==> config.mk <==
export PLATFORM = sky130hd
export DESIGN_NAME = rmq_cell
export DESIGN_NICKNAME = d
export VERILOG_FILES = /design/src/hw/rtl/rmq_pkg.sv /design/src/hw/rtl/rmq_cell.sv
export SDC_FILE = /design/constraint.sdc
export NUM_CORES = 1
export LEC_CHECK = 0
export CAP_MARGIN = 15
export CORE_MARGIN = 2
export CORE_UTILIZATION = 50
export CTS_CLUSTER_SIZE = 30
export DETAILED_ROUTE_END_ITERATION = 8
export DONT_BUFFER_PORTS = 1
export PLACE_DENSITY = 0.77
export REMOVE_ABC_BUFFERS = 1
export SETUP_SLACK_MARGIN = 0.4
export SLEW_MARGIN = 20
export SYNTH_ARGS = -nofsm -noshare
export SYNTH_HDL_FRONTEND = slang
export SYNTH_SLANG_ARGS = --single-unit
==> constraint.sdc <==
create_clock -name i_clk -period 3.89 [get_ports i_clk]
set_input_delay 0.5835 -clock i_clk [delete_from_list [all_inputs] [get_ports i_clk]]
set_output_delay 0.5835 -clock i_clk [all_outputs]
set_load 0.02 [all_outputs]
==> src/hw/rtl/rmq_pkg.sv <==
package rmq_pkg;

    // Table geometry
    localparam int NUM_ENTRIES = 1024;
    localparam int SCORE_BITS  = 16;

    // Fixed field widths
    localparam int ID_W    = 11;
    localparam int FIELD_W = 16;

    // Chain layout: entry e lives in cell e % NUM_CELLS at slot e / NUM_CELLS
    localparam int NUM_CELLS  = 32;
    localparam int CELL_IDX_W = $clog2(NUM_CELLS);
    localparam int CELL_DEPTH = (NUM_ENTRIES + NUM_CELLS - 1) / NUM_CELLS;
    localparam int CELL_AW    = (CELL_DEPTH > 1) ? $clog2(CELL_DEPTH) : 1;
    localparam int CELL_SLOTS = 2 ** CELL_AW;
    localparam int ENTRY_W    = (CELL_AW + CELL_IDX_W > ID_W) ? CELL_AW + CELL_IDX_W : ID_W;

    // Query sweep: CELL_DEPTH reads, then the maximum ripples down the chain
    localparam int RUN_LAST = CELL_DEPTH + NUM_CELLS - 1;
    localparam int STEP_W   = $clog2(RUN_LAST + 1);

    localparam logic OP_QUERY      = 1'b0;
    localparam logic OP_UPDATE     = 1'b1;
    localparam logic STATUS_OK     = 1'b0;
    localparam logic STATUS_BAD_ID = 1'b1;

    typedef logic [SCORE_BITS-1:0] t_score;

    typedef struct packed {
        logic                  wr_en;
        logic                  wr_all;
        logic [CELL_IDX_W-1:0] wr_cell;
        logic [CELL_AW-1:0]    wr_addr;
        t_score                wr_data;
        logic                  rd_en;
        logic [CELL_AW-1:0]    rd_addr;
        logic [ENTRY_W-1:0]    lo;
        logic [ENTRY_W-1:0]    hi;
        logic                  acc_clr;
    } t_cell_ctl;

    function automatic t_score score_from_field(input logic [FIELD_W-1:0] f);
        logic [31:0] w;
        w = 32'(f);
        return w[SCORE_BITS-1:0];
    endfunction

    function automatic logic [FIELD_W-1:0] score_to_field(input t_score s);
        logic [31:0] w;
        w = 32'(s);
        return w[FIELD_W-1:0];
    endfunction

endpackage

==> src/hw/rtl/rmq_cell.sv <==
module rmq_cell import rmq_pkg::*; (
    input  logic                  i_clk,
    input  logic                  i_rst_n,
    input  t_cell_ctl             i_ctl,
    input  logic [CELL_IDX_W-1:0] i_cell_idx,
    input  t_score                i_left_max,
    output t_score                o_max
);

    t_score             r_mem [CELL_SLOTS];
    t_score             r_rd_data;
    logic               r_hit;
    t_score             r_acc;
    t_score             n_acc;
    logic [ENTRY_W-1:0] w_entry;
    t_score             w_rd_val;

    assign w_entry = ENTRY_W'({i_ctl.rd_addr, i_cell_idx});

    always_ff @(posedge i_clk) begin
        if (i_ctl.wr_en && (i_ctl.wr_all || (i_ctl.wr_cell == i_cell_idx))) begin
            r_mem[i_ctl.wr_addr] <= i_ctl.wr_data;
        end
        r_rd_data <= r_mem[i_ctl.rd_addr];
    end

    always_ff @(posedge i_clk) begin
        if (!i_rst_n) begin
            r_hit <= 1'b0;
        end else begin
            r_hit <= i_ctl.rd_en && (w_entry >= i_ctl.lo) && (w_entry <= i_ctl.hi);
        end
    end

    // Fold the local read and the neighbor's running maximum into the accumulator; acc_clr empties it
    always_comb begin
        w_rd_val = r_hit ? r_rd_data : '0;
        n_acc    = r_acc;
        if (i_left_max > n_acc) n_acc = i_left_max;
        if (w_rd_val > n_acc) n_acc = w_rd_val;
        if (i_ctl.acc_clr) n_acc = '0;
    end

    always_ff @(posedge i_clk) begin
        r_acc <= n_acc;
    end

    assign o_max = r_acc;

endmodule

# Word-level counts from Yosys, hierarchy flattened
# Memory sizes are Yosys's and may differ from the RTL's. A register that Yosys moved wholly into a read port is not among the register bits.
# Index checks and enable logic that the tools add are counted.
# op_classes
magnitude_cmp	4
eq_ne	1
muxes	5
reduce_logical	4
# ops
operator	count
16-bit two-way mux	3
16-bit greater-than comparator	2
10-bit by 11-bit >= comparator with 1-bit output	1
10-bit by 11-bit less-or-equal comparator with 1-bit output	1
5-bit == test	1
1-bit logical AND	3
1-bit two-way mux	2
1-bit logical OR	1
# totals
register_bits	17
ram_bits	512
inputBits	80
out_inout_bits	16
wordCells	17
n_memories	1
# memory_table
name	words	width	read_ports	rd_ports_with_merged_regs	wr	line_no	text
r_mem	32	16	1	1	1	rmq_cell.sv:10	t_score r_mem [CELL_SLOTS];

# Logic depth before layout (Yosys ltp)
# Gate-level depths: netlist (run 1).
# logic_depth
word_depth	5
mapped_depth	17
mapped_depth_nobuf	14

# Worst setup path before layout (run 1)
# No wires, ideal clock.
# synth_timing
kind	input-to-reg
from	input port i_left_max[15]
to	register r_acc[10] (netlist: o_max[10])
setup_time_ps	70
arrival_ps	3814
t_required_ps	3820
setup_slack_ps	5
path_stages	14
path_buffers	3
path_cell_list	ha_1 > nand4_2 > or3_1 > buf_2 > and3_1 > buf_6 > a31oi_1 > nor3_1 > ha_1 > nand4_1 > nor4_1 > buf_2 > o32ai_1 > a21oi_1
# synth_between
elab_chain_len	4
# synth_rtl
element	line_no	text
from (decl)	rmq_cell.sv:6	input t_score i_left_max,
16-bit greater-than comparator	rmq_cell.sv:39	if (i_left_max > n_acc) n_acc = i_left_max;
16-bit two-way mux *	rmq_cell.sv:39	
16-bit greater-than comparator	rmq_cell.sv:40	if (w_rd_val > n_acc) n_acc = w_rd_val;
16-bit two-way mux *	rmq_cell.sv:40	
to (signal assigned)	rmq_cell.sv:45	r_acc <= n_acc;
to (decl)	rmq_cell.sv:13	t_score r_acc;
# Every way passes the cells marked *; elsewhere a longest branch is shown, timed or not.
# A chain may end at the register's enable or synchronous reset.

# Final worst setup path (run 1)
# layout_timing
from	register r_acc[6] (netlist: o_max[6])
to	register r_acc[9] (netlist: o_max[9])
# layout_between
elab_chain_len	4
# layout_rtl
element	line_no
16-bit greater-than comparator	rmq_cell.sv:39
16-bit two-way mux *	rmq_cell.sv:39
16-bit greater-than comparator	rmq_cell.sv:40
16-bit two-way mux *	rmq_cell.sv:40
# Marks and branches as above.

==> results.cfg, run 1 <==
[global_route]
grt_overflow = 0
track_usage_pct = 22.27
grt_pass1_vias = 12255
grt_pass1_wl_um = 76770
grt_max_degree = 131
antenna_found_initial = 1

[timing]
fin_setup_tns_ns = 0
fin_worst_skew_ns = 0.01531
rsz0062_at_grt = yes
min_period_ns = 3.716
max_freq_mhz = 269.1
slew_viol_final = 0
finalSetupViolCount = 0
maxSlewHeadroom_pct = 68.67
fin_crit_sh_pct = 95.52
worstMarginPinSlew_ns = 0.4700
worst_slack_ns = 0.1742
hold_violations = 0

[synth]
netlist_area_um2 = 22510
synthArstFlopShare_pct = 0
synth_area_leaders = edfxtp_1, mux4_2, dfxtp_1
netlist_instances = 1159
synth-edff-count = 512
yosys-top-cells-count = edfxtp_1, mux4_2, ha_1, nor2_1, inv_1
syn_avg_cell_area_um2 = 19.42
yosysTopAreaCell = edfxtp_1
seq_area_frac_synth_pct = 71.25
synth_top_area_share_pct = 68.32
ys_ff_latch = 545
yosys_warnings = 0
synth_most_common_cell = edfxtp_1
synth_cell_type_count = 53
yosys_most_used_dff = edfxtp_1

[power_and_ir_drop]
ir_drop_mv = 0.4089
power_density_nw_per_um2 = 475.1
p_leak_nw = 8.513
totalPowerFinal_w = 0.01248

[detailed_routing]
wl_met2_um = 27060
wl_met1_um = 19570
vias = 11783
highest_layer = met4
remaining_drc_errors = 0
post_drt_wl_per_cell_um = 27.33
ant_nets = 0
wl_um = 51930
drt_iter0_markers = 1280
dr.pass1.iters = 5
routed-wl-met3_um = 4502
vias_per_cell = 6.202

[die]
die_h_um = 216.2
start_util_pct = 50.78
die_area_um2 = 46720
design.core.area_um2 = 44320
top_level_ports = 96
rows = 77
die_w_um = 216.2

[layout]
layout.cells.non_filler = 1900
stdcell_area_um2 = 26260
fin_nets = 1400
drive_gt1_share_pct = 36.04
syn2layout_area_growth_pct = 16.70

[placement]
pre_cts_slack_ns = -0.2970
io_buffer_count = 0
dp_cells = 1782
dp_hpwl_um = 29420
place_congestion = 0.8899
place_area_um2 = 23670

[clocking]
cts_buffers = 52
h-tree-depth = 2
clock_latency_ns = 0.59
cts_sinks = 545
cts-root-buf = clkbuf_16
cts_tree = yes
clkTransAtPathRegs_ns = 0.06
clk_path_buf_depth = 3

[setup_path]
cp-startpoint = o_max[6]
worstSetupPathType = reg2reg
cp.arrival_ns = 4.19
cp-start-kind = flip-flop
crit_fanout = 5
setup.worst_path.end_class = flip-flop
crit_required_ns = 4.36
regToRegStartpoint = o_max[6]

[worst_hold_path]
hold_path_class = in2reg
min_from = i_ctl[0]

[run]
max-cap-violations = 0

[run_status]
status = finished clean
==> area by class of cell <==
class                      instances  area, um^2
fill                            3097       18050
sequential                       545       16040
multi-input combinational        514        6681
clock buffer                      67        1379
timing repair buffer             115       954.7
tap                              592       740.7
clock inverter                    26       310.3
inverter                          40       150.1
antenna                            1       2.502
==> repair_timing <==
| item | CTS | global route |
|---|---|---|
| hold buffers | 0 | 0 |
| gates cloned | 5 | 1 |
| endpoints found under the setup margin | 16 | 16 |
| gates resized for setup | 85 | 58 |
| buffers inserted | 14 | 4 |
| pin swaps | 21 | 22 |
==> critical path, stage by stage, from the launching register on <==
cell     delay [ns]
dfxtp_2        0.33
inv_2          0.05
ha_4           0.26
nand4_1        0.15
buf_4          0.18
or4_4          0.59
o21ai_1        0.22
a31oi_2        0.08
nor3_1         0.28
ha_1           0.20
nand4_1        0.13
buf_4          0.19
or4_4          0.60
nand2_2        0.13
buf_4          0.13
a21oi_1        0.06
==> per-stage QoR <==
| step | utilization, % | hold slack (ns) |
|---|---|---|
| after global routing | 59.26 | 0.02839 |
| after detailed placement | 53.42 | 0.6071 |
| after global placement | 53.42 | 0.6088 |
| final | 59.26 | 0.04445 |
| after CTS | 58.63 | 0.03481 |
| after floorplan | - | 0.5784 |
==> layer usage <==
metal  track usage [%]  up-vias
met5                 0        -
met4             5.388        0
met3             5.109       64
met2             39.05      552
met1             28.27     6149
li1                  -     5018
==> flip-flops by register name, indices dropped and copies added (netlist names) <==
name / flops
r_hit: 1
r_mem: 512
r_rd_data: 16
o_max: 16
==> report_power, final <==
part / internal, W / switching (W)
registers: 0.00650 / 0.0000345
clock network: 0.00291 / 0.00209
logic: 0.000494 / 0.000456
total: 0.00990 / 0.00258
==> cell usage in the layout, fill, tap and decap left out, drive strengths merged, types with 6 or more instances in the layout <==
cell	count
a21o	6
nand2	21
a21oi	32
clkinvlp	6
nor2	50
o32ai	11
clkbuf	67
and2	15
buf	115
mux4	160
nand3	19
edfxtp	512
clkinv	11
bufinv	6
mux2	16
dfxtp	33
inv	43
o21ai	16
ha	52
nor3	27
a31oi	13
nand4	25
==> kinds of logic after synthesis <==
kind of cell	Yosys count	synth area share (%)
DFF	545	71.25
and+or+nand+nor	179	4.047
muxes	176	16.81
AOI/OAI and AO/OA	101	2.941
buffers and inverters	101	1.862
adders and majority gates	52	2.891
xor gates and xnor gates	5	0.1946
==> worst paths after layout <==
check | cells past startpoint | slack (ns) | end
worst max-delay path | 15 | 0.17 | o_max[9]
worst min register to register | 3 | 0.60 | o_max[1]
worst max register to register | 15 | 0.17 | o_max[9]
worst min-delay path | 1 | 0.04 | o_max[13]
(Power assumes the default switching activity.)
==> run 2, diff against run 1 <==
--- a/config.mk
+++ b/config.mk
@@ -11,7 +11,7 @@
 export CTS_CLUSTER_SIZE = 30
 export DETAILED_ROUTE_END_ITERATION = 8
 export DONT_BUFFER_PORTS = 1
-export PLACE_DENSITY = 0.77
+export PLACE_DENSITY = 0.74
 export REMOVE_ABC_BUFFERS = 1
 export SETUP_SLACK_MARGIN = 0.4
 export SLEW_MARGIN = 20
==> constraint.sdc (replaced) <==
create_clock -name i_clk -period 4.79 [get_ports i_clk]
set_input_delay 0.7185 -clock i_clk [delete_from_list [all_inputs] [get_ports i_clk]]
set_output_delay 0.7185 -clock i_clk [all_outputs]
set_load 0.02 [all_outputs]
==> results.cfg, run 2 (synthesized netlist as in run 1, its figures left out) <==
[timing]
max_freq_mhz = 243.4
rsz0062_at_grt = no
fin_crit_sh_pct = 85.77
slew_viol_final = 0
worstMarginPinSlew_ns = 0.7115
maxSlewHeadroom_pct = 52.39
hold_violations = 0
fin_setup_tns_ns = 0
min_period_ns = 4.109
finalSetupViolCount = 0
fin_worst_skew_ns = 0.01958

[clocking]
clk_path_buf_depth = 3
cts_tree = yes
holdBufCountCts = 0
cts_buffers = 53
cts_sinks = 545
clkTransAtPathRegs_ns = 0.06
cts-root-buf = clkbuf_16
clock_latency_ns = 0.59
h-tree-depth = 2

[power_and_ir_drop]
power_density_nw_per_um2 = 387.5
p_clk_share_pct = 39.4
ir_drop_mv = 0.3070
netSwitchingFraction_pct = 20.47
p_int_w = 0.007717
switchingPower_w = 0.001987
p_leak_nw = 8.064
pwr-share-seq_pct = 55.0
power_frac_comb_pct = 5.5

[worst_hold_path]
hold_path_class = in2reg
holdPathStages = 1

[setup_path]
worstSetupPathType = reg2reg
path_depth = 15
crit_family = simple AND/OR/NAND/NOR gates
slowest_delay_ns = 0.51
cp.arrival_ns = 4.56
cp-start-kind = flip-flop
r2r_cells = 15
crit_fanout = 11
crit_required_ns = 5.24
setup.worst_path.end_class = flip-flop
worst-path-buf-inv = 3
cp_cell_sequence = inv_1, ha_1, nand4_2, or3_1, and3_1, buf_4, a31oi_1, nor3_1, ha_1, nand4_1, or3_1, o221a_2, buf_4, o31ai_1, a21oi_1
crit_slowest_cell = dfxtp_1

[layout]
largest_register = r_mem
layout_commonest_cell = edfxtp_1
multi_input_area_um2 = 6142
fill_cells = 3287
largest_register_ffs = 512
syn2layout_area_growth_pct = 11.27
fin_nets = 1330
diodes = 0
drive_gt1_share_pct = 26.35
post-route-util_pct = 56.51
seqCellArea_um2 = 16040
final_cell_mix = edfxtp_1, mux4_2, clkbuf_16, ha_1, buf_4

[detailed_routing]
drt_iter0_markers = 1173
post_drt_wl_per_cell_um = 26.33
wl_um = 48270
ant_nets = 0
vias_per_cell = 6.146
vias = 11265
dr.pass1.iters = 5
remaining_drc_errors = 0

[die]
top_level_ports = 96
design.core.area_um2 = 44320
die_area_um2 = 46720
start_util_pct = 50.78
die_w_um = 216.2
rows = 77
die_h_um = 216.2

[placement]
place_congestion = 0.8859
io_buffer_count = 0
dp_hpwl_um = 27790

[global_route]
track_usage_pct = 20.99
antenna_found_initial = 0
grt_overflow = 0
grt_pass1_vias = 11382
grt_pass1_wl_um = 72170
grt_max_degree = 131

[run]
max-cap-violations = 0

[run_status]
status = finished clean
## run 2: changes by cell type in the layout (fill, tap and decap cells not counted), sizes merged
cell,change
clkbuf,-2
or4,-1
clkinv,+15
bufinv,-4
clkinvlp,-4
buf,-70
diode,-1
## run 2: per-stage QoR
step	total power, W	hold slack (ns)	cell area (um^2)	setup WS [ns]	cells
global placement	0.005947	0.6169	23350	0.3613	1730
floorplan	0.005822	0.5784	22240	-0.2085	1098
detailed placement	0.005964	0.6140	23350	0.2609	1730
global route	0.01003	0.1744	25040	0.4026	1833
finish	0.009704	0.1946	25040	0.6815	1833
CTS	0.009780	0.1655	24980	0.4809	1831
## run 2: what timing repair did
action,CTS,global route
cloned,0,0
gates resized for setup,0,10
setup buffers,3,2
pin swaps,1,2
endpoints found under the setup margin,4,16
## run 2: power groups by stage
stage                     Combinational, W  Sequential [W]  Clock, W
after global placement            0.000510         0.00544         0
final                             0.000536         0.00534   0.00383
after CTS                         0.000530         0.00534   0.00391
after global routing              0.000587         0.00534   0.00409
after floorplan                   0.000406         0.00542         0
after detailed placement          0.000522         0.00544         0
## run 2: path summary, 6_finish.rpt
kind                       from  slack, ns   endpoint
setup / recovery      o_max[13]       0.68   o_max[5]
hold / removal         i_ctl[0]       0.19  o_max[13]
setup reg to reg      o_max[13]       0.68   o_max[5]
hold reg to reg   r_rd_data[13]       0.62  o_max[13]
## run 2: metal layers
metal  global-route usage (%)  part of all wire [%]  vias to the layer above
met1                    29.03                    40                     5874
met4                    5.023                   1.5                        0
li1                         -                     -                     4877
met3                    5.333                   9.3                       56
met5                        0                     0                        -
met2                    33.89                    49                      458
## run 2: layout make-up
type / instances / area share [%]
tap: 592 / 2.958
clock inverter: 33 / 0.8644
timing repair buffer: 45 / 1.499
sequential: 545 / 64.04
clock buffer: 65 / 5.516
inverter: 40 / 0.5995
multi-input combinational: 513 / 24.53
